$ cat config.mk
export PLATFORM = sky130hd
export DESIGN_NAME = button_press_classifier_unit
export DESIGN_NICKNAME = d
export VERILOG_FILES = /design/src/design/bpc_pkg.sv /design/src/design/button_press_classifier_unit.sv
export SDC_FILE = /design/constraint.sdc
export NUM_CORES = 1
export LEC_CHECK = 0
export BUFFER_PORTS_ARGS = -buffer_cell sky130_fd_sc_hd__buf_4
export CORE_MARGIN = 3
export CORE_UTILIZATION = 25
export DETAILED_ROUTE_END_ITERATION = 12
export PLACE_DENSITY = 0.39
export REMOVE_ABC_BUFFERS = 1
export SYNTH_ARGS = -nofsm -noshare
export SYNTH_HDL_FRONTEND = slang
export SYNTH_SLANG_ARGS = --single-unit
export TNS_END_PERCENT = 10
$ cat constraint.sdc
create_clock -name aclk -period 3.1 [get_ports aclk]
set_input_delay 0.62 -clock aclk [delete_from_list [all_inputs] [get_ports aclk]]
set_output_delay 0.62 -clock aclk [all_outputs]
set_load 0.02 [all_outputs]
$ cat src/design/bpc_pkg.sv
// Package for the button press classifier: button count, state machine
// and action codes, configuration register indexes and reset values.
// No dependencies; used by the top level and its checker.
`default_nettype none

package bpc_pkg;

    localparam int NUM_BUTTONS = 4;
    localparam int BTN_IDX_W   = (NUM_BUTTONS > 1) ? $clog2(NUM_BUTTONS) : 1;

    localparam int CFG_INDEX_W = 3;
    localparam int CFG_DATA_W  = 16;

    // Configuration register indexes.
    localparam logic [CFG_INDEX_W-1:0] CFG_ENABLED_MASK      = 3'd0;
    localparam logic [CFG_INDEX_W-1:0] CFG_PULLUP_MASK       = 3'd1;
    localparam logic [CFG_INDEX_W-1:0] CFG_SAMPLE_PERIOD     = 3'd2;
    localparam logic [CFG_INDEX_W-1:0] CFG_LONG_PRESS_MS     = 3'd3;
    localparam logic [CFG_INDEX_W-1:0] CFG_FAST_WINDOW_MS    = 3'd4;
    localparam logic [CFG_INDEX_W-1:0] CFG_FAST_PRESS_TARGET = 3'd5;

    // Reset values of the configuration registers.
    localparam logic [NUM_BUTTONS-1:0] RST_ENABLED_MASK      = '0;
    localparam logic [NUM_BUTTONS-1:0] RST_PULLUP_MASK       = '1;
    localparam logic [7:0]             RST_SAMPLE_PERIOD     = 8'd10;
    localparam logic [15:0]            RST_LONG_PRESS_MS     = 16'd1000;
    localparam logic [15:0]            RST_FAST_WINDOW_MS    = 16'd2000;
    localparam logic [3:0]             RST_FAST_PRESS_TARGET = 4'd5;

    // Input item kinds.
    localparam logic FUNC_TICK = 1'b0;
    localparam logic FUNC_POLL = 1'b1;

    typedef enum logic [2:0] {
        ST_INIT         = 3'd0,
        ST_IDLE         = 3'd1,
        ST_WAIT_LONG    = 3'd2,
        ST_WAIT_RELEASE = 3'd3,
        ST_FAST         = 3'd4,
        ST_POWERDOWN    = 3'd5
    } fsm_state_t;

    typedef enum logic [2:0] {
        ACT_NONE          = 3'd0,
        ACT_SHORT_PRESS   = 3'd1,
        ACT_SHORT_RELEASE = 3'd2,
        ACT_LONG_PRESS    = 3'd3,
        ACT_LONG_RELEASE  = 3'd4,
        ACT_FAST_PRESSES  = 3'd5
    } action_t;

    typedef enum logic [1:0] {
        EV_NONE    = 2'd0,
        EV_PRESS   = 2'd1,
        EV_RELEASE = 2'd2
    } scan_event_t;

    typedef struct packed {
        logic [2:0]           action;
        logic [BTN_IDX_W-1:0] button_index;
        logic [2:0]           fsm_state;
    } result_t;

endpackage

`default_nettype wire

$ cat src/design/button_press_classifier_unit.sv
// Button press classifier: timers, debounced button scan and the
// press classification state machine, with a two-entry result buffer.
// Depends on bpc_pkg.
//
// A result is registered in the output entry, or in the skid entry if m_ stalls.
// Throughput: one item per cycle while s_ready is high; the two-entry
// result buffer keeps s_ready high while one result waits on a stalled m_ side.
// Reset: synchronous on aresetn low; configuration returns to its defaults,
// the machine to init, all timers and counters to zero, result buffer empty.
`default_nettype none

module button_press_classifier_unit (
    input  wire logic                                 aclk,
    input  wire logic                                 aresetn,
    // Configuration write port
    input  wire logic                                 cfg_wr_en,
    input  wire logic [bpc_pkg::CFG_INDEX_W-1:0]      cfg_index,
    input  wire logic [bpc_pkg::CFG_DATA_W-1:0]       cfg_wdata,
    // Input items
    input  wire logic                                 s_valid,
    output      logic                                 s_ready,
    input  wire logic                                 s_func,
    input  wire logic [bpc_pkg::NUM_BUTTONS-1:0]      s_pin_levels,
    // Result items
    output      logic                                 m_valid,
    input  wire logic                                 m_ready,
    output      logic [2:0]                           m_action,
    output      logic [bpc_pkg::BTN_IDX_W-1:0]        m_button_index,
    output      logic [2:0]                           m_fsm_state
);

    localparam int NB = bpc_pkg::NUM_BUTTONS;
    localparam int BW = bpc_pkg::BTN_IDX_W;

    // Configuration registers
    logic [NB-1:0] enabled_mask_reg;
    logic [NB-1:0] pullup_mask_reg;
    logic [7:0]    sample_period_reg;
    logic [15:0]   long_press_ms_reg;
    logic [15:0]   fast_window_ms_reg;
    logic [3:0]    fast_press_target_reg;

    // Classifier state
    bpc_pkg::fsm_state_t state_reg, state_next;
    logic [NB-1:0] prev_levels_reg, prev_levels_next;
    logic [7:0]    sample_timer_reg, sample_timer_next;
    logic [15:0]   fast_timer_reg, fast_timer_next;
    logic [15:0]   hold_timer_reg, hold_timer_next;
    logic [3:0]    fast_count_reg, fast_count_next;
    logic          entry_flag_reg, entry_flag_next;
    logic [BW-1:0] held_button_reg, held_button_next;

    // Result buffer
    logic              out_valid_reg, skid_valid_reg;
    bpc_pkg::result_t  out_data_reg, skid_data_reg;
    bpc_pkg::result_t  result;

    logic s_xfer;
    logic m_xfer;

    // Scan results
    bpc_pkg::scan_event_t scan_ev;
    logic [BW-1:0]        scan_which;
    logic [NB-1:0]        scan_levels;
    logic [NB-1:0]        cur_levels;
    logic                 scan_found;

    logic [15:0] hold_eff;
    logic [3:0]  count_base;
    logic [3:0]  count_inc;

    assign s_ready = !skid_valid_reg;
    assign s_xfer  = s_valid && s_ready;
    assign m_xfer  = out_valid_reg && m_ready;

    assign m_valid        = out_valid_reg;
    assign m_action       = out_data_reg.action;
    assign m_button_index = out_data_reg.button_index;
    assign m_fsm_state    = out_data_reg.fsm_state;

    assign cur_levels = s_pin_levels ^ pullup_mask_reg;

    // Priority scan, when the sample timer is zero: enabled buttons in index order up to the first change.
    always_comb begin
        scan_ev     = bpc_pkg::EV_NONE;
        scan_which  = '0;
        scan_levels = prev_levels_reg;
        scan_found  = 1'b0;
        if (sample_timer_reg == 8'd0) begin
            for (int b = 0; b < NB; b++) begin
                if (!scan_found && enabled_mask_reg[b]) begin
                    scan_levels[b] = cur_levels[b];
                    if (cur_levels[b] != prev_levels_reg[b]) begin
                        scan_found = 1'b1;
                        scan_which = BW'(b);
                        scan_ev    = cur_levels[b] ? bpc_pkg::EV_PRESS
                                                   : bpc_pkg::EV_RELEASE;
                    end
                end
            end
        end
    end

    assign hold_eff   = entry_flag_reg ? long_press_ms_reg : hold_timer_reg;
    assign count_base = (fast_timer_reg == 16'd0) ? 4'd0 : fast_count_reg;
    assign count_inc  = count_base + 4'd1;

    // Next state of the classifier for the item being transferred.
    always_comb begin
        state_next        = state_reg;
        prev_levels_next  = prev_levels_reg;
        sample_timer_next = sample_timer_reg;
        fast_timer_next   = fast_timer_reg;
        hold_timer_next   = hold_timer_reg;
        fast_count_next   = fast_count_reg;
        entry_flag_next   = entry_flag_reg;
        held_button_next  = held_button_reg;
        if (s_func == bpc_pkg::FUNC_TICK) begin
            if (sample_timer_reg != 8'd0) sample_timer_next = sample_timer_reg - 8'd1;
            if (fast_timer_reg != 16'd0)  fast_timer_next   = fast_timer_reg - 16'd1;
            if (hold_timer_reg != 16'd0)  hold_timer_next   = hold_timer_reg - 16'd1;
        end else begin
            prev_levels_next = scan_levels;
            if (sample_timer_reg == 8'd0) sample_timer_next = sample_period_reg;
            case (state_reg)
                bpc_pkg::ST_INIT: begin
                    state_next = bpc_pkg::ST_IDLE;
                end
                bpc_pkg::ST_IDLE: begin
                    if (scan_ev == bpc_pkg::EV_PRESS) begin
                        entry_flag_next  = 1'b1;
                        held_button_next = scan_which;
                        if (fast_timer_reg == 16'd0) fast_timer_next = fast_window_ms_reg;
                        if (count_inc == fast_press_target_reg) begin
                            fast_count_next = 4'd0;
                            state_next      = bpc_pkg::ST_FAST;
                        end else begin
                            fast_count_next = count_inc;
                            state_next      = bpc_pkg::ST_WAIT_LONG;
                        end
                    end
                end
                bpc_pkg::ST_WAIT_LONG: begin
                    hold_timer_next = hold_eff;
                    entry_flag_next = 1'b0;
                    if (scan_ev == bpc_pkg::EV_RELEASE) begin
                        state_next = bpc_pkg::ST_IDLE;
                    end else if (hold_eff == 16'd0) begin
                        state_next = bpc_pkg::ST_WAIT_RELEASE;
                    end
                end
                bpc_pkg::ST_WAIT_RELEASE: begin
                    if (scan_ev == bpc_pkg::EV_RELEASE) begin
                        fast_count_next = 4'd0;
                        state_next      = bpc_pkg::ST_POWERDOWN;
                    end
                end
                bpc_pkg::ST_FAST,
                bpc_pkg::ST_POWERDOWN: begin
                    state_next = bpc_pkg::ST_IDLE;
                end
                default: begin
                    state_next = bpc_pkg::ST_INIT;
                end
            endcase
        end
    end

    // Result of the item being transferred.
    always_comb begin
        result.action       = bpc_pkg::ACT_NONE;
        result.button_index = '0;
        result.fsm_state    = state_next;
        if (s_func == bpc_pkg::FUNC_POLL) begin
            case (state_reg)
                bpc_pkg::ST_IDLE: begin
                    if (scan_ev == bpc_pkg::EV_PRESS) begin
                        result.button_index = scan_which;
                        result.action = (count_inc == fast_press_target_reg)
                                      ? bpc_pkg::ACT_FAST_PRESSES
                                      : bpc_pkg::ACT_SHORT_PRESS;
                    end
                end
                bpc_pkg::ST_WAIT_LONG: begin
                    if (scan_ev == bpc_pkg::EV_RELEASE) begin
                        result.action       = bpc_pkg::ACT_SHORT_RELEASE;
                        result.button_index = scan_which;
                    end else if (hold_eff == 16'd0) begin
                        result.action       = bpc_pkg::ACT_LONG_PRESS;
                        result.button_index = held_button_reg;
                    end
                end
                bpc_pkg::ST_WAIT_RELEASE: begin
                    if (scan_ev == bpc_pkg::EV_RELEASE) begin
                        result.action       = bpc_pkg::ACT_LONG_RELEASE;
                        result.button_index = scan_which;
                    end
                end
                default: begin
                    result.action = bpc_pkg::ACT_NONE;
                end
            endcase
        end
    end

    // Configuration registers.
    always_ff @(posedge aclk) begin
        if (!aresetn) begin
            enabled_mask_reg      <= bpc_pkg::RST_ENABLED_MASK;
            pullup_mask_reg       <= bpc_pkg::RST_PULLUP_MASK;
            sample_period_reg     <= bpc_pkg::RST_SAMPLE_PERIOD;
            long_press_ms_reg     <= bpc_pkg::RST_LONG_PRESS_MS;
            fast_window_ms_reg    <= bpc_pkg::RST_FAST_WINDOW_MS;
            fast_press_target_reg <= bpc_pkg::RST_FAST_PRESS_TARGET;
        end else if (cfg_wr_en) begin
            case (cfg_index)
                bpc_pkg::CFG_ENABLED_MASK:      enabled_mask_reg      <= cfg_wdata[NB-1:0];
                bpc_pkg::CFG_PULLUP_MASK:       pullup_mask_reg       <= cfg_wdata[NB-1:0];
                bpc_pkg::CFG_SAMPLE_PERIOD:     sample_period_reg     <= cfg_wdata[7:0];
                bpc_pkg::CFG_LONG_PRESS_MS:     long_press_ms_reg     <= cfg_wdata[15:0];
                bpc_pkg::CFG_FAST_WINDOW_MS:    fast_window_ms_reg    <= cfg_wdata[15:0];
                bpc_pkg::CFG_FAST_PRESS_TARGET: fast_press_target_reg <= cfg_wdata[3:0];
                default: ;
            endcase
        end
    end

    // Classifier state advances on each input transfer.
    always_ff @(posedge aclk) begin
        if (!aresetn) begin
            state_reg        <= bpc_pkg::ST_INIT;
            prev_levels_reg  <= '0;
            sample_timer_reg <= '0;
            fast_timer_reg   <= '0;
            hold_timer_reg   <= '0;
            fast_count_reg   <= '0;
            entry_flag_reg   <= 1'b0;
            held_button_reg  <= '0;
        end else if (s_xfer) begin
            state_reg        <= state_next;
            prev_levels_reg  <= prev_levels_next;
            sample_timer_reg <= sample_timer_next;
            fast_timer_reg   <= fast_timer_next;
            hold_timer_reg   <= hold_timer_next;
            fast_count_reg   <= fast_count_next;
            entry_flag_reg   <= entry_flag_next;
            held_button_reg  <= held_button_next;
        end
    end

    // Result buffer: the skid entry only fills when the output entry stalls.
    always_ff @(posedge aclk) begin
        if (!aresetn) begin
            out_valid_reg  <= 1'b0;
            skid_valid_reg <= 1'b0;
        end else begin
            if (!out_valid_reg || m_xfer) begin
                out_valid_reg  <= skid_valid_reg || s_xfer;
                skid_valid_reg <= 1'b0;
            end else if (s_xfer) begin
                skid_valid_reg <= 1'b1;
            end
        end
    end

    always_ff @(posedge aclk) begin
        if (!out_valid_reg || m_xfer) begin
            out_data_reg <= skid_valid_reg ? skid_data_reg : result;
        end
        if (s_xfer && out_valid_reg && !m_ready) begin
            skid_data_reg <= result;
        end
    end

endmodule

`default_nettype wire

### Word level (Yosys, flattened, before mapping)

Cells that the tools add are included.

* register bits: 124
* input bits: 29
* output and inout bits: 10
* word-level logic and storage cells: 165

* add/sub/neg operators: 4
* equal/unequal tests: 24
* muxes and demuxes: 64
* bitwise operators: 2
* reductions and logical operators: 46

Operators by type and width (count)
* $mux W16: 9
* $mux W2: 18
* $logic_not A16 Y1: 2
* $mux W8: 4
* $reduce_bool A16 Y1: 2
* $sub A16 B1 Y16 const B: 2
* $reduce_and A4 Y1: 6
* $mux W3: 7
* $mux W4: 5
* $mux W5: 4
* $eq A3 B2 Y1 const B: 4
* $eq A3 B3 Y1 const B: 4
* $mux W1: 12
* $pmux W3 S4: 1
* $reduce_and A2 Y1: 6
* $ne A2 B1 Y1 const B: 5
* $reduce_and A5 Y1: 2
* $reduce_bool A2 Y1: 5
* $pmux W3 S3: 1
* $logic_not A8 Y1: 1
* $pmux W4 S2: 1
* $reduce_bool A8 Y1: 1
* $sub A8 B1 Y8 const B: 1
* $logic_and A1 B1 Y1: 7
* other kinds (17): 30

### Logic depth before layout (Yosys ltp)

Gate-level depths: netlist (run 1).

* depth after elaboration: 22
* depth in mapped cells: 17
* depth with buffers taken out: 16

### Worst setup path before layout (run 1)

No wires, ideal clock.

* kind: register -> register
* from: register fast_timer_reg[0]
* to: register out_data_reg (netlist bit m_fsm_state[2]) (data pin)
* setup time: 0.256 ns
* arrival time: 2.860 ns
* data required time: 2.844 ns
* setup slack: -0.017 ns
* cell stages (with the launch flop): 17
* path buffers: 0
* period minus slack after synthesis: 3.117 ns
* path through: dfxtp_1 > inv_1 > ha_1 > nor3b_1 > nand3_1 > nor2_1 > nand2_1 > nand2_1 > inv_1 > ha_1 > xnor2_1 > xnor2_1 > nor3_1 > o21ai_1 > o22ai_1 > and2_1 > o22a_1

* word-level cells in the longest chain between the ends: 9

Ends and longest elaborated chain
* start: declaration: RTL line button_press_classifier_unit.sv:47 `logic [15:0] fast_timer_reg, fast_timer_next;`
* start signal: assignment: RTL line button_press_classifier_unit.sv:243 `fast_timer_reg <= fast_timer_next;`
* $logic_not A16 Y1: RTL line button_press_classifier_unit.sv:105 `assign count_base = (fast_timer_reg == 16'd0) ? 4'd0 : fast_count_reg;`
* $mux W4: RTL line button_press_classifier_unit.sv:105
* $add A4 B1 Y4: RTL line button_press_classifier_unit.sv:106 `assign count_inc = count_base + 4'd1;`
* $eq A4 B4 Y1: RTL line button_press_classifier_unit.sv:134 `if (count_inc == fast_press_target_reg) begin`
* $mux W3: RTL line button_press_classifier_unit.sv:134
* $mux W3: RTL line button_press_classifier_unit.sv:130 `if (scan_ev == bpc_pkg::EV_PRESS) begin`
* $pmux W3 S4: RTL line button_press_classifier_unit.sv:125 `case (state_reg)`
* $mux W3: RTL line button_press_classifier_unit.sv:118 `if (s_func == bpc_pkg::FUNC_TICK) begin`
* $mux W8: RTL line button_press_classifier_unit.sv:268 `out_data_reg <= skid_valid_reg ? skid_data_reg : result;`
* end signal: assignment: RTL line button_press_classifier_unit.sv:268
* end: declaration: RTL line button_press_classifier_unit.sv:55 `bpc_pkg::result_t out_data_reg, skid_data_reg;`

Every way passes these cells.
A chain may end at the register's enable or synchronous reset.

### Worst setup path in the final report (run 1)

* from: register fast_timer_reg[10]
* to: register out_data_reg (netlist bit m_fsm_state[1]) (data pin)

Same word-level chain as after synthesis.

==> results of run 1 <==
[cells in the mapped netlist, types with 6 or more instances]
cell / number
sky130_fd_sc_hd__nand2_1: 159
sky130_fd_sc_hd__dfxtp_1: 108
sky130_fd_sc_hd__a21oi_1: 93
sky130_fd_sc_hd__nor2_1: 62
sky130_fd_sc_hd__nand3_1: 47
sky130_fd_sc_hd__o21ai_0: 40
sky130_fd_sc_hd__clkbuf_1: 36
sky130_fd_sc_hd__inv_1: 27
sky130_fd_sc_hd__nor3_1: 19
sky130_fd_sc_hd__or3_1: 19
sky130_fd_sc_hd__o31ai_1: 17
sky130_fd_sc_hd__edfxtp_1: 16
sky130_fd_sc_hd__a31oi_1: 10
sky130_fd_sc_hd__nand2b_1: 10
sky130_fd_sc_hd__mux2i_1: 9
sky130_fd_sc_hd__nor4_1: 9
sky130_fd_sc_hd__xnor2_1: 8
sky130_fd_sc_hd__and3_1: 7
sky130_fd_sc_hd__o221a_2: 7
sky130_fd_sc_hd__o211ai_1: 6
[worst max-delay path: cells and delay by family (launching register included)]
kind | cells | cell delay [ns]
flip-flops | 1 | 0.31
adder cells (fa/ha/maj) | 1 | 0.20
AO/OA/AOI/OAI | 2 | 0.35
XOR/XNOR | 2 | 0.26
buffers and inverters | 1 | 0.16
AND/OR/NAND/NOR | 7 | 1.30
[cells by family after synthesis]
| family | after synthesis |
|---|---|
| buffers and inverters | 72 |
| adders and majority gates | 5 |
| and+or+nand+nor | 370 |
| xor gates and xnor gates | 13 |
| muxes | 11 |
| DFF | 124 |
| AOI/OAI and AO/OA | 216 |
[routing by layer]
metal	track usage (%)	routed length, µm	up-vias
met4	4.61	185	0
met5	0	0	-
li1	-	-	3015
met1	20.1	9430	2777
met3	2.66	607	13
met2	25.0	9320	101
[area by class of cell]
type	instances	area [µm²]
fill	2662	16700
multi-input combinational	615	3450
sequential	124	2640
timing repair buffer	88	686
clock buffer	19	453
tap	324	405
clock inverter	13	163
inverter	27	101
[metrics by stage]
step           setup WS (ns)  setup TNS (ns)  area [µm²]  hold slack [ns]
6_report               0.265               0        7900            0.434
5_1_grt               0.0174               0        7900            0.439
4_1_cts               0.0676               0        7850            0.420
3_5_place_dp         -0.0857          -0.266        7230            0.446
3_3_place_gp          0.0104               0        7230            0.444
2_1_floorplan        -0.0167         -0.0167        6150            0.430
[how the worst max path moves through the flow]
stage | to | slack, ns | cells past startpoint
global route | m_fsm_state[1] | 0.02 | 17
finish | m_fsm_state[1] | 0.26 | 13
detailed placement | fast_count_reg[2] | -0.09 | 12
global placement | m_fsm_state[1] | 0.01 | 13
floorplan | m_fsm_state[2] | -0.02 | 16
CTS | m_fsm_state[1] | 0.07 | 15
[power by group]
part	leakage, nW	internal (mW)	switching, mW
Sequential	1.04	1.76	0.114
Combinational	1.66	0.738	0.956
Clock	0.304	1.31	0.768
[timing repair]
action	4_1_cts	5_1_grt
endpoints found under the hold margin	0	0
buffers inserted	0	1
gates resized for setup	1	10
setup endpoints to repair	3	12
pin swaps	0	5
==> tab_implementation.tex, run 1 <==
\begin{tabular}{lr}
\hline
Metric & Value \\
\hline
\multicolumn{2}{l}{\textbf{Logic synthesis}} \\
\quad Async set-or-reset flop fraction in the synthesized netlist & 0\% \\
\quad Ranking of synthesized cells by area & sky130\_fd\_sc\_hd\_\_dfxtp\_1 (34\%), sky130\_fd\_sc\_hd\_\_nand2\_1 (9.4\%), sky130\_fd\_sc\_hd\_\_edfxtp\_1 (7.6\%) \\
\quad Cells after Synth & 811 \\
\quad Post-synthesis instance area & 6320 µm² \\
\quad Multiplexer share of the synthesized area & 1.78\% \\
\quad Adder and majority gate portion of the synthesized area & 0.990\% \\
\quad Biggest area consumer among synthesized cells & sky130\_fd\_sc\_hd\_\_dfxtp\_1 \\
\quad Post-synthesis share of cell area spent on and, or, nand and nor gates & 27.7\% \\
\quad Avg Cell Area, Syn & 7.79 µm² \\
\quad Largest family of logic cells by synthesized area & simple AND/OR/NAND/NOR gates \\
\quad \#FFs+latches synth & 124 \\
\quad Number of flops mapped to enable cells by yosys & 16 \\
\quad Flip-flop cell with the highest count after synthesis & sky130\_fd\_sc\_hd\_\_dfxtp\_1 \\
\quad Fraction of synthesized cell area taken by the top area cell type & 34.2\% \\
\quad Xor and xnor fraction of the mapped netlist area & 2.28\% \\
\quad Ys Warns & 0 \\
\quad Compound-cell area share of the yosys netlist & 21.1\% \\
\quad Portion of the post-synthesis area used by sequential elements & 41.8\% \\
\quad Distinct cell type count after synthesis & 64 \\
\multicolumn{2}{l}{\textbf{STA}} \\
\quad Setup repair after global routing missed its margin & no \\
\quad Final max-slew violation count & 0 \\
\quad Achievable Freq & 353 MHz \\
\quad Measured slew at the worst slew-check pin & 0.768 ns \\
\quad Crit path time final & 2.84 ns \\
\quad Share of the cycle needed by the critical path after routing & 91.5\% \\
\quad Final setup fails & 0 \\
\quad Rel. slew slack & 48.6\% \\
\quad Hold violation total from the final report & 0 \\
\quad Setup clock skew after layout & 0.0107 ns \\
\multicolumn{2}{l}{\textbf{Worst setup path}} \\
\quad Worst flop-to-flop path endpoint & m\_fsm\_state[1] \\
\quad Cell at the slowest stage of the critical path & sky130\_fd\_sc\_hd\_\_or3\_1 \\
\quad Kind of critical path & flop to flop \\
\quad Data required, critical path & 3.27 ns \\
\quad Arrival time at the worst endpoint & 3.01 ns \\
\quad CP Launch Point & fast\_timer\_reg[10] \\
\quad Category of the worst setup path launch point & flop \\
\quad Highest fanout seen on the critical path & 3 \\
\quad Reg2Reg Depth & 13 \\
\quad Slowest Stage Delay on Critical Path & 0.39 ns \\
\quad Cell-by-cell listing of the critical path & or3\_1, or2\_4, nor4\_4, nor2b\_1, ha\_2, xnor2\_2, xnor2\_1, nor3\_1, o21ai\_1, buf\_4, nand3\_1, nand2\_1, a31o\_2 \\
\quad Reg-to-reg critical path startpoint & fast\_timer\_reg[10] \\
\quad Crit. End Element & flop \\
\quad Internal reg-to-reg setup slack & 0.26 ns \\
\multicolumn{2}{l}{\textbf{Floorplan}} \\
\quad Boundary Pins & 39 \\
\quad Die boundary width & 165 µm \\
\quad Area of the core region & 24,600 µm² \\
\quad Die Y-Extent & 165 µm \\
\quad Std cell rows & 57 \\
\quad Initial core utilization & 25.7\% \\
\quad Total Die Area & 27,200 µm² \\
\multicolumn{2}{l}{\textbf{Pwr}} \\
\quad Peak supply drop & 0.383 mV \\
\quad Overall power of the completed layout & 5.64 mW \\
\quad Pwr dens & 715 nW/µm² \\
\quad Leak Pwr & 3.01 nW \\
\multicolumn{2}{l}{\textbf{Routing}} \\
\quad Total vias in the final route & 5,906 \\
\quad Via density & 4.88 \\
\quad Avg WL per Cell & 16.2 µm \\
\quad Routed Antenna Nets & 0 \\
\quad Count of TritonRoute iterations in the first routing pass & 5 \\
\quad Total routed wirelength & 19.5 mm \\
\quad DR DRC count & 0 \\
\quad Number of DRC markers in iteration 0 & 237 \\
\multicolumn{2}{l}{\textbf{Status}} \\
\quad Run status & completed \\
\multicolumn{2}{l}{\textbf{GRT}} \\
\quad Global route overflow & 0 \\
\quad Global-route usage over all layers & 15.1\% \\
\quad Initial antenna violation count & 0 \\
\quad Via count of the first global-routing pass & 5,862 \\
\quad First-pass GRT wire length & 32.1 mm \\
\quad Largest net degree at the start of global routing & 36 \\
\multicolumn{2}{l}{\textbf{Job}} \\
\quad Count of maximum capacitance violations & 0 \\
\multicolumn{2}{l}{\textbf{Placement}} \\
\quad Post-detailed-placement half-perimeter wirelength & 14.0 mm \\
\quad Number of cells in the design after placement & 1,177 \\
\quad Buffers on Ports & 38 \\
\quad Routability congestion estimate & 0.809 \\
\multicolumn{2}{l}{\textbf{Clock network}} \\
\quad Clock tree from TritonCTS & built \\
\quad Insertion delay of the later-clocked pin in the worst-skew pair & 0.42 ns \\
\quad Number of levels the H-tree was split into & 4 \\
\quad CTS max path bufs & 2 \\
\quad Num CTS Buffers & 17 \\
\quad Clk sinks & 124 \\
\quad Count of hold-fix buffers inserted at cts & 0 \\
\quad Clock root cell & sky130\_fd\_sc\_hd\_\_clkbuf\_16 \\
\quad Clock transition at the register clock pins on the worst setup and hold paths after CTS & 0.06 ns \\
\multicolumn{2}{l}{\textbf{Final layout}} \\
\quad Most used cells in the layout excluding fill and tap cells & sky130\_fd\_sc\_hd\_\_nand2\_1 (159), sky130\_fd\_sc\_hd\_\_dfxtp\_1 (108), sky130\_fd\_sc\_hd\_\_a21oi\_1 (93) \\
\quad Cell Count, Final, Fillers Out & 1,210 \\
\quad Layout cell share with drive strength beyond 1 & 17.4\% \\
\quad Post-layout net count & 907 \\
\quad Signed area change from the synthesized netlist to the final layout & 25.0\% \\
\quad Most common library cell in the layout ignoring fill and taps & sky130\_fd\_sc\_hd\_\_nand2\_1 \\
\quad Core Util, Final & 32.1\% \\
\quad Count of antenna diodes in the layout & 0 \\
\multicolumn{2}{l}{\textbf{Worst hold path}} \\
\quad Hold-critical path endpoint & long\_press\_ms\_reg[8] \\
\quad Startpoint of the worst hold path & cfg\_wdata[8] \\
\quad Hold crit path type & input port to flop \\
\quad Cell depth of the worst min-delay path & 3 \\
\hline
\end{tabular}
Note: power is estimated with default switching activity, not from simulation.
==> run 2, diff against run 1 <==
Settings changed: ABC_AREA set to 1, SKIP_LAST_GASP set to 1.
==> tab_implementation.tex, run 2 <==
\begin{tabular}{lr}
\hline
Metric & Value \\
\hline
\multicolumn{2}{l}{\textbf{Status}} \\
\quad Run status & completed \\
\multicolumn{2}{l}{\textbf{Logic synthesis}} \\
\quad Number of flops mapped to enable cells by yosys & 16 (unchanged) \\
\quad Post-synthesis instance area & 6450 µm² (+2.0\%) \\
\quad Most frequently used cell type in the post-synthesis netlist & sky130\_fd\_sc\_hd\_\_nand2\_1 \\
\quad Portion of the post-synthesis area used by sequential elements & 41.0\% (-0.83 points) \\
\quad Ranking of synthesized cells by area & sky130\_fd\_sc\_hd\_\_dfxtp\_1 (34\%), sky130\_fd\_sc\_hd\_\_nand2\_1 (13\%), sky130\_fd\_sc\_hd\_\_o21ai\_0 (8.6\%) \\
\quad Flip-flop cell with the highest count after synthesis & sky130\_fd\_sc\_hd\_\_dfxtp\_1 \\
\quad Fraction of synthesized cell area taken by the top area cell type & 33.5\% (-0.68 points) \\
\quad Distinct cell type count after synthesis & 43 (-33\%) \\
\quad Cells after Synth & 954 (+18\%) \\
\quad Avg Cell Area, Syn & 6.76 µm² (-13\%) \\
\quad Cell types with the highest counts after synthesis & sky130\_fd\_sc\_hd\_\_nand2\_1 (219), sky130\_fd\_sc\_hd\_\_nor2\_1 (146), sky130\_fd\_sc\_hd\_\_o21ai\_0 (111) \\
\quad \#FFs+latches synth & 124 (unchanged) \\
\quad Async set-or-reset flop fraction in the synthesized netlist & 0\% (unchanged) \\
\quad Biggest area consumer among synthesized cells & sky130\_fd\_sc\_hd\_\_dfxtp\_1 \\
\quad Ys Warns & 0 (unchanged) \\
\multicolumn{2}{l}{\textbf{Worst setup path}} \\
\quad Kind of cell with the highest combined delay on the critical path & simple AND/OR/NAND/NOR gates \\
\quad Crit. End Element & flop \\
\quad Worst flop-to-flop path endpoint & m\_fsm\_state[1] \\
\quad CP most frequent cell & sky130\_fd\_sc\_hd\_\_nand2\_1 \\
\quad Reg-to-reg critical path startpoint & fast\_timer\_reg[0] \\
\quad Count of buffer and inverter cells on the critical path & 2 (+1) \\
\quad Arrival time at the worst endpoint & 2.92 ns (-0.09 ns) \\
\quad Reg2Reg Depth & 19 (+6) \\
\quad Highest fanout seen on the critical path & 4 (+1) \\
\quad Kind of critical path & flop to flop \\
\quad Internal reg-to-reg setup slack & 0.35 ns (+0.08 ns) \\
\quad Cell-by-cell listing of the critical path & inv\_1, ha\_1, inv\_1, nor2\_4, nand3\_2, nor2\_2, nand3\_2, and2\_1, ha\_1, xnor2\_1, nand3\_1, nor2\_1, o21ai\_2, nand2\_1, nand2\_1, nand2\_1, o21ai\_1, nand2\_1, nand2\_1 \\
\quad Category of the worst setup path launch point & flop \\
\quad Cell at the slowest stage of the critical path & sky130\_fd\_sc\_hd\_\_dfxtp\_1 \\
\quad CP Launch Point & fast\_timer\_reg[0] \\
\quad Slowest Stage Delay on Critical Path & 0.32 ns (-0.07 ns) \\
\quad Data required, critical path & 3.27 ns (about the same) \\
\multicolumn{2}{l}{\textbf{Placement}} \\
\quad Number of cells in the design after placement & 1,308 (+11\%) \\
\quad Buffers on Ports & 38 (unchanged) \\
\quad Instance area after placement & 7170 µm² (-0.80\%) \\
\quad Post-detailed-placement half-perimeter wirelength & 12.9 mm (-8.2\%) \\
\quad Minimum setup slack after placement & 0.0109 ns (+0.0966 ns) \\
\quad Routability congestion estimate & 0.797 (-1.6\%) \\
\multicolumn{2}{l}{\textbf{Routing}} \\
\quad Total vias in the final route & 5,979 (+1.2\%) \\
\quad Count of TritonRoute iterations in the first routing pass & 4 (-1) \\
\quad Routed length on met1 & 9.44 mm (about the same) \\
\quad Routed Antenna Nets & 0 (unchanged) \\
\quad Avg WL per Cell & 13.6 µm (-16\%) \\
\quad Uppermost layer routed & met4 \\
\quad Metal3 WL & 522 µm (-14\%) \\
\quad Via density & 4.46 (-8.7\%) \\
\quad DR DRC count & 0 (unchanged) \\
\quad Total routed wirelength & 18.3 mm (-6.5\%) \\
\quad Routed length on met2 & 8.02 mm (-14\%) \\
\quad Number of DRC markers in iteration 0 & 277 (+17\%) \\
\multicolumn{2}{l}{\textbf{Floorplan}} \\
\quad Initial core utilization & 25.5\% (-0.16 points) \\
\quad Boundary Pins & 39 (unchanged) \\
\quad Std cell rows & 58 (+1.8\%) \\
\quad Total Die Area & 27,800 µm² (+1.9\%) \\
\quad Die boundary width & 167 µm (+0.97\%) \\
\quad Die Y-Extent & 167 µm (+0.97\%) \\
\quad Area of the core region & 25,300 µm² (+2.6\%) \\
\multicolumn{2}{l}{\textbf{Pwr}} \\
\quad Sequential fraction of design power & 37.0\% (+3.9 points) \\
\quad Switch share & 29.1\% (-3.4 points) \\
\quad Net switching power & 1.44 mW (-22\%) \\
\quad Overall power of the completed layout & 4.94 mW (-13\%) \\
\quad Comb power frac & 18.6\% (-11 points) \\
\quad Total internal power & 3.50 mW (-8.1\%) \\
\quad Peak supply drop & 0.297 mV (-23\%) \\
\quad Pwr dens & 629 nW/µm² (-12\%) \\
\quad Clock group share of total power & 44.4\% (+7.6 points) \\
\quad Leak Pwr & 3.44 nW (+14\%) \\
\multicolumn{2}{l}{\textbf{Worst hold path}} \\
\quad Hold-critical path endpoint & fast\_window\_ms\_reg[9] \\
\quad Startpoint of the worst hold path & cfg\_wdata[9] \\
\quad Cell depth of the worst min-delay path & 3 (unchanged) \\
\quad Hold crit path type & input port to flop \\
\multicolumn{2}{l}{\textbf{Clock network}} \\
\quad Insertion delay of the later-clocked pin in the worst-skew pair & 0.41 ns (about the same) \\
\quad Clock transition at the register clock pins on the worst setup and hold paths after CTS & 0.06 ns (about the same) \\
\quad Clk sinks & 124 (unchanged) \\
\quad CTS max path bufs & 2 (unchanged) \\
\quad Clock root cell & sky130\_fd\_sc\_hd\_\_clkbuf\_16 \\
\quad Num CTS Buffers & 17 (unchanged) \\
\quad Count of hold-fix buffers inserted at cts & 0 (unchanged) \\
\quad Number of levels the H-tree was split into & 4 (unchanged) \\
\quad Clock tree from TritonCTS & built \\
\multicolumn{2}{l}{\textbf{GRT}} \\
\quad Initial antenna violation count & 0 (unchanged) \\
\quad First-pass GRT wire length & 30.2 mm (-5.7\%) \\
\quad Largest net degree at the start of global routing & 88 (+140\%) \\
\quad Via count of the first global-routing pass & 5,850 (-0.20\%) \\
\quad Global route overflow & 0 (unchanged) \\
\quad Global-route usage over all layers & 13.4\% (-1.7 points) \\
\multicolumn{2}{l}{\textbf{STA}} \\
\quad Setup clock skew after layout & 0.00913 ns (-0.00155 ns) \\
\quad Minimum hold slack & 0.438 ns (+0.00429 ns) \\
\quad Final setup fails & 0 (unchanged) \\
\quad Hold violation total from the final report & 0 (unchanged) \\
\quad Setup TNS & 0 ns (unchanged) \\
\quad Setup repair after global routing missed its margin & no \\
\quad Share of the cycle needed by the critical path after routing & 88.7\% (-2.7 points) \\
\quad Achievable Freq & 364 MHz (+3.1\%) \\
\quad Crit path time final & 2.75 ns (-0.0850 ns) \\
\quad Rel. slew slack & 36.5\% (-12 points) \\
\quad Final max-slew violation count & 0 (unchanged) \\
\quad Measured slew at the worst slew-check pin & 0.951 ns (+0.183 ns) \\
\quad Worst-case setup margin in the final layout & 0.350 ns (+0.0850 ns) \\
\multicolumn{2}{l}{\textbf{Final layout}} \\
\quad Core Util, Final & 31.1\% (-1.0 points) \\
\quad Signed area change from the synthesized netlist to the final layout & 21.7\% \\
\quad Most used cells in the layout excluding fill and tap cells & sky130\_fd\_sc\_hd\_\_nand2\_1 (219), sky130\_fd\_sc\_hd\_\_nor2\_1 (145), sky130\_fd\_sc\_hd\_\_o21ai\_0 (111) \\
\quad Post-layout net count & 1,033 (+14\%) \\
\quad Area of all placed cells without fillers & 7850 µm² (-0.68\%) \\
\quad Layout cell share with drive strength beyond 1 & 11.9\% (-5.5 points) \\
\quad Most common library cell in the layout ignoring fill and taps & sky130\_fd\_sc\_hd\_\_nand2\_1 \\
\quad Count of antenna diodes in the layout & 0 (unchanged) \\
\quad Cell Count, Final, Fillers Out & 1,342 (+11\%) \\
\multicolumn{2}{l}{\textbf{Job}} \\
\quad Count of maximum capacitance violations & 0 (unchanged) \\
\hline
\end{tabular}
[run 2: worst max-delay path by stage]
stage                         endpoint  slack (ns)  cells after the start
detailed placement      m_fsm_state[2]        0.01                     20
floorplan           fast_timer_reg[11]        0.22                     21
finish                  m_fsm_state[1]        0.35                     19
global route            m_fsm_state[1]        0.02                     20
global placement        m_fsm_state[1]        0.04                     25
CTS                     m_fsm_state[2]        0.16                     16
[run 2: power by group through the flow]
stage | clock, mW | sequential (mW) | combinational [mW]
5_1_grt | 2.33 | 1.84 | 1.06
6_report | 2.19 | 1.83 | 0.916
3_3_place_gp | 0 | 1.86 | 0.919
2_1_floorplan | 0 | 1.85 | 0.624
4_1_cts | 2.26 | 1.83 | 0.919
3_5_place_dp | 0 | 1.86 | 0.915
[run 2: layout make-up]
class                      instances  area (µm²)
tap                              330         413
timing repair buffer              62         490
multi-input combinational        681        3230
clock buffer                      17         425
clock inverter                    15         220
sequential                       124        2640
inverter                         113         424
fill                            2808       17400
[run 2: logic make-up after synthesis]
logic type	Yosys count	share of synthesized area, %
flops	124	41.0
buf+inv	149	9.14
fa+ha+maj	5	0.970
xor+xnor	17	2.31
simple gates	449	29.3
compound gates	210	17.3
[run 2: worst reg2reg max path: stages (launching register included)]
cell and delay, ns:
sky130_fd_sc_hd__dfxtp_1 0.32, sky130_fd_sc_hd__inv_1 0.10, sky130_fd_sc_hd__ha_1 0.18, sky130_fd_sc_hd__inv_1 0.08, sky130_fd_sc_hd__nor2_4 0.13, sky130_fd_sc_hd__nand3_2 0.10, sky130_fd_sc_hd__nor2_2 0.11, sky130_fd_sc_hd__nand3_2 0.12
sky130_fd_sc_hd__and2_1 0.18, sky130_fd_sc_hd__ha_1 0.31, sky130_fd_sc_hd__xnor2_1 0.14, sky130_fd_sc_hd__nand3_1 0.09, sky130_fd_sc_hd__nor2_1 0.13, sky130_fd_sc_hd__o21ai_2 0.10, sky130_fd_sc_hd__nand2_1 0.09, sky130_fd_sc_hd__nand2_1 0.07
sky130_fd_sc_hd__nand2_1 0.05, sky130_fd_sc_hd__o21ai_1 0.09, sky130_fd_sc_hd__nand2_1 0.08, sky130_fd_sc_hd__nand2_1 0.05
[run 2: routing by layer]
layer / global-route usage [%] / vias up
met1: 18.6 / 2687
li1: - / 3190
met2: 21.2 / 85
met3: 2.49 / 17
met5: 0 / -
met4: 4.66 / 0
[run 2: repair_timing]
| action | 4_1_cts | 5_1_grt |
|---|---|---|
| resized for setup | 0 | 3 |
| buffers inserted | 0 | 2 |
| setup endpoints to repair | 0 | 7 |
==> run 3, diff against run 2 <==
Settings changed: CORE_MARGIN 3 to unset.
==> tab_implementation.tex, run 3 (synthesized netlist as in run 2, its figures left out) <==
\begin{tabular}{lr}
\hline
Metric & Value \\
\hline
\multicolumn{2}{l}{\textbf{Clock network}} \\
\quad Number of levels the H-tree was split into & 4 (unchanged) \\
\quad Count of hold-fix buffers inserted at cts & 0 (unchanged) \\
\quad Clock transition at the register clock pins on the worst setup and hold paths after CTS & 0.06 ns (about the same) \\
\quad Buffers inserted during post-CTS setup optimization & 0 (unchanged) \\
\quad Insertion delay of the later-clocked pin in the worst-skew pair & 0.42 ns (about the same) \\
\quad Clock tree from TritonCTS & built \\
\quad CTS max path bufs & 2 (unchanged) \\
\quad Clock root cell & sky130\_fd\_sc\_hd\_\_clkbuf\_16 \\
\quad Clk sinks & 124 (unchanged) \\
\quad Num CTS Buffers & 17 (unchanged) \\
\multicolumn{2}{l}{\textbf{STA}} \\
\quad Achievable Freq & 360 MHz (-1.1\%) \\
\quad Crit path time final & 2.78 ns (+0.0301 ns) \\
\quad Final max-slew violation count & 0 (unchanged) \\
\quad Final setup fails & 0 (unchanged) \\
\quad Setup TNS & 0 ns (unchanged) \\
\quad Hold violation total from the final report & 0 (unchanged) \\
\quad Rel. slew slack & 40.7\% (+4.2 points) \\
\quad Worst-case setup margin in the final layout & 0.320 ns (-0.0301 ns) \\
\quad Measured slew at the worst slew-check pin & 0.888 ns (-0.0632 ns) \\
\quad Setup clock skew after layout & 0.0123 ns (+0.00320 ns) \\
\quad Setup repair after global routing missed its margin & no \\
\quad Share of the cycle needed by the critical path after routing & 89.7\% (+0.97 points) \\
\multicolumn{2}{l}{\textbf{GRT}} \\
\quad Global route overflow & 0 (unchanged) \\
\quad Largest net degree at the start of global routing & 88 (unchanged) \\
\quad Global-route usage over all layers & 14.8\% (+1.4 points) \\
\quad First-pass GRT wire length & 30.7 mm (+1.4\%) \\
\quad Via count of the first global-routing pass & 5,883 (+0.56\%) \\
\quad Initial antenna violation count & 0 (unchanged) \\
\multicolumn{2}{l}{\textbf{Worst setup path}} \\
\quad Cell at the slowest stage of the critical path & sky130\_fd\_sc\_hd\_\_dfxtp\_1 \\
\quad Crit. End Element & flop \\
\quad Reg2Reg Depth & 19 (unchanged) \\
\quad Data required, critical path & 3.27 ns (about the same) \\
\quad CP most frequent cell & sky130\_fd\_sc\_hd\_\_nand2\_1 \\
\quad Arrival time at the worst endpoint & 2.95 ns (+0.03 ns) \\
\quad Internal reg-to-reg setup slack & 0.32 ns (-0.03 ns) \\
\quad Slowest Stage Delay on Critical Path & 0.33 ns (about the same) \\
\quad Highest fanout seen on the critical path & 4 (unchanged) \\
\quad Worst flop-to-flop path endpoint & m\_fsm\_state[1] \\
\quad Cell-by-cell listing of the critical path & inv\_2, ha\_2, inv\_1, nor2\_4, nand3\_2, nor2\_1, nand3\_2, and2\_1, ha\_1, xnor2\_1, nand3\_1, nor2\_1, o21ai\_2, nand2\_1, nand2\_1, nand2\_1, o21ai\_1, nand2\_1, nand2\_1 \\
\quad Kind of critical path & flop to flop \\
\quad Category of the worst setup path launch point & flop \\
\quad Reg-to-reg critical path startpoint & fast\_timer\_reg[0] \\
\multicolumn{2}{l}{\textbf{Final layout}} \\
\quad Most used cells in the layout excluding fill and tap cells & sky130\_fd\_sc\_hd\_\_nand2\_1 (219), sky130\_fd\_sc\_hd\_\_nor2\_1 (146), sky130\_fd\_sc\_hd\_\_o21ai\_0 (111) \\
\quad Count of antenna diodes in the layout & 0 (unchanged) \\
\quad Core Util, Final & 30.8\% (-0.30 points) \\
\quad Footprint of the multi-input gates & 3230 µm² (+0.12\%) \\
\quad Layout cell share with drive strength beyond 1 & 11.8\% (-0.087 points) \\
\quad Signed area change from the synthesized netlist to the final layout & 20.5\% \\
\quad Post-layout net count & 1,032 (-0.097\%) \\
\quad Most common library cell in the layout ignoring fill and taps & sky130\_fd\_sc\_hd\_\_nand2\_1 \\
\quad Filler cells & 2,849 (+1.5\%) \\
\quad Sequential cell area & 2640 µm² (unchanged) \\
\multicolumn{2}{l}{\textbf{Placement}} \\
\quad Buffers on Ports & 38 (unchanged) \\
\quad Post-detailed-placement half-perimeter wirelength & 12.7 mm (-1.3\%) \\
\quad Minimum setup slack after placement & 0.0416 ns (+0.0306 ns) \\
\quad Routability congestion estimate & 0.750 (-5.9\%) \\
\multicolumn{2}{l}{\textbf{Routing}} \\
\quad Via density & 4.46 (about the same) \\
\quad Number of DRC markers in iteration 0 & 313 (+13\%) \\
\quad DR DRC count & 0 (unchanged) \\
\quad Total routed wirelength & 18.3 mm (+0.24\%) \\
\quad Count of TritonRoute iterations in the first routing pass & 4 (unchanged) \\
\quad Avg WL per Cell & 13.7 µm (+0.32\%) \\
\quad Routed Antenna Nets & 0 (unchanged) \\
\quad Total vias in the final route & 5,976 (-0.050\%) \\
\multicolumn{2}{l}{\textbf{Pwr}} \\
\quad Total internal power & 3.25 mW (-7.2\%) \\
\quad Leak Pwr & 3.39 nW (-1.6\%) \\
\quad Switch share & 31.0\% (+1.9 points) \\
\quad Clock group share of total power & 42.0\% (-2.4 points) \\
\quad Net switching power & 1.46 mW (+1.6\%) \\
\quad Pwr dens & 606 nW/µm² (-3.7\%) \\
\quad Sequential fraction of design power & 38.8\% (+1.8 points) \\
\quad Peak supply drop & 0.264 mV (-11\%) \\
\quad Comb power frac & 19.3\% (+0.7 points) \\
\multicolumn{2}{l}{\textbf{Status}} \\
\quad Run status & completed \\
\multicolumn{2}{l}{\textbf{Worst hold path}} \\
\quad Startpoint of the worst hold path & cfg\_wdata[10] \\
\quad Cell depth of the worst min-delay path & 3 (unchanged) \\
\quad Hold-critical path endpoint & fast\_window\_ms\_reg[10] \\
\quad Hold crit path type & input port to flop \\
\multicolumn{2}{l}{\textbf{Floorplan}} \\
\quad Die Y-Extent & 163 µm (-2.4\%) \\
\quad Die boundary width & 163 µm (-2.4\%) \\
\quad Total Die Area & 26,400 µm² (-4.7\%) \\
\quad Initial core utilization & 25.5\% (unchanged) \\
\quad Boundary Pins & 39 (unchanged) \\
\quad Std cell rows & 58 (unchanged) \\
\quad Area of the core region & 25,300 µm² (unchanged) \\
\multicolumn{2}{l}{\textbf{Job}} \\
\quad Count of maximum capacitance violations & 0 (unchanged) \\
\hline
\end{tabular}
==> run 3: changes by cell type in the layout (fill, tap and decap cells not counted), moves of 2 or more <==
| cell | before | now |
|---|---|---|
| sky130_fd_sc_hd__clkinv_2 | 4 | 2 |
| sky130_fd_sc_hd__clkinvlp_4 | 2 | 6 |
| sky130_fd_sc_hd__bufinv_16 | 5 | 2 |
| sky130_fd_sc_hd__clkinv_1 | 0 | 2 |
==> run 3: layer usage <==
| layer | GRT usage (%) | part of all wire (%) |
|---|---|---|
| met1 | 20.1 | 52 |
| met2 | 23.8 | 44 |
| met3 | 2.80 | 2.7 |
| met4 | 4.16 | 1.0 |
| met5 | 0 | 0 |
==> run 3: through the flow <==
step | instance area [µm²] | power [mW] | cells | hold WS, ns
3_3_place_gp | 7180 | 2.78 | 1309 | 0.441
3_5_place_dp | 7180 | 2.78 | 1309 | 0.443
2_1_floorplan | 6280 | 2.47 | 918 | 0.424
5_1_grt | 7770 | 5.01 | 1341 | 0.427
4_1_cts | 7750 | 4.78 | 1341 | 0.414
6_report | 7770 | 4.71 | 1341 | 0.428
==> run 3: how the worst max path moves through the flow <==
stage	start	slack (ns)	to
final	fast_timer_reg[0]	0.32	m_fsm_state[1]
after global routing	fast_timer_reg[0]	0.04	m_fsm_state[1]
after CTS	fast_timer_reg[0]	0.13	m_action[2]
after detailed placement	s_pin_levels[0]	0.04	m_action[2]
after global placement	s_pin_levels[0]	0.08	m_fsm_state[1]
after floorplan	s_pin_levels[0]	0.22	fast_timer_reg[11]
==> run 3: worst max-delay path: cells and delay by family, from the launching register on <==
| family | cells | cell delay (ns) |
|---|---|---|
| AO/OA/AOI/OAI | 2 | 0.21 |
| XOR/XNOR | 1 | 0.14 |
| adder cells (fa/ha/maj) | 2 | 0.48 |
| buffers and inverters | 2 | 0.16 |
| flip-flops | 1 | 0.33 |
| AND/OR/NAND/NOR | 12 | 1.23 |
==> run 3: repair_timing <==
item / 4_1_cts / 5_1_grt
hold endpoints to repair: 0 / 0
resized for setup: 0 / 5
setup endpoints to repair: 0 / 6
==> run 3: power by group through the flow <==
stage	Sequential [mW]	Clock (mW)	Combinational [mW]
floorplan	1.85	0	0.624
global placement	1.86	0	0.925
detailed placement	1.86	0	0.918
CTS	1.82	2.04	0.922
global route	1.84	2.10	1.06
finish	1.82	1.98	0.908
==> run 3: area by class of cell <==
class / instances / area share, %
Sequential cell: 124 / 34.0
Multi-Input combinational cell: 681 / 41.6
Timing Repair Buffer: 61 / 6.22
Tap cell: 330 / 5.31
Clock buffer: 17 / 5.48
Inverter: 113 / 5.46
Clock inverter: 15 / 1.92
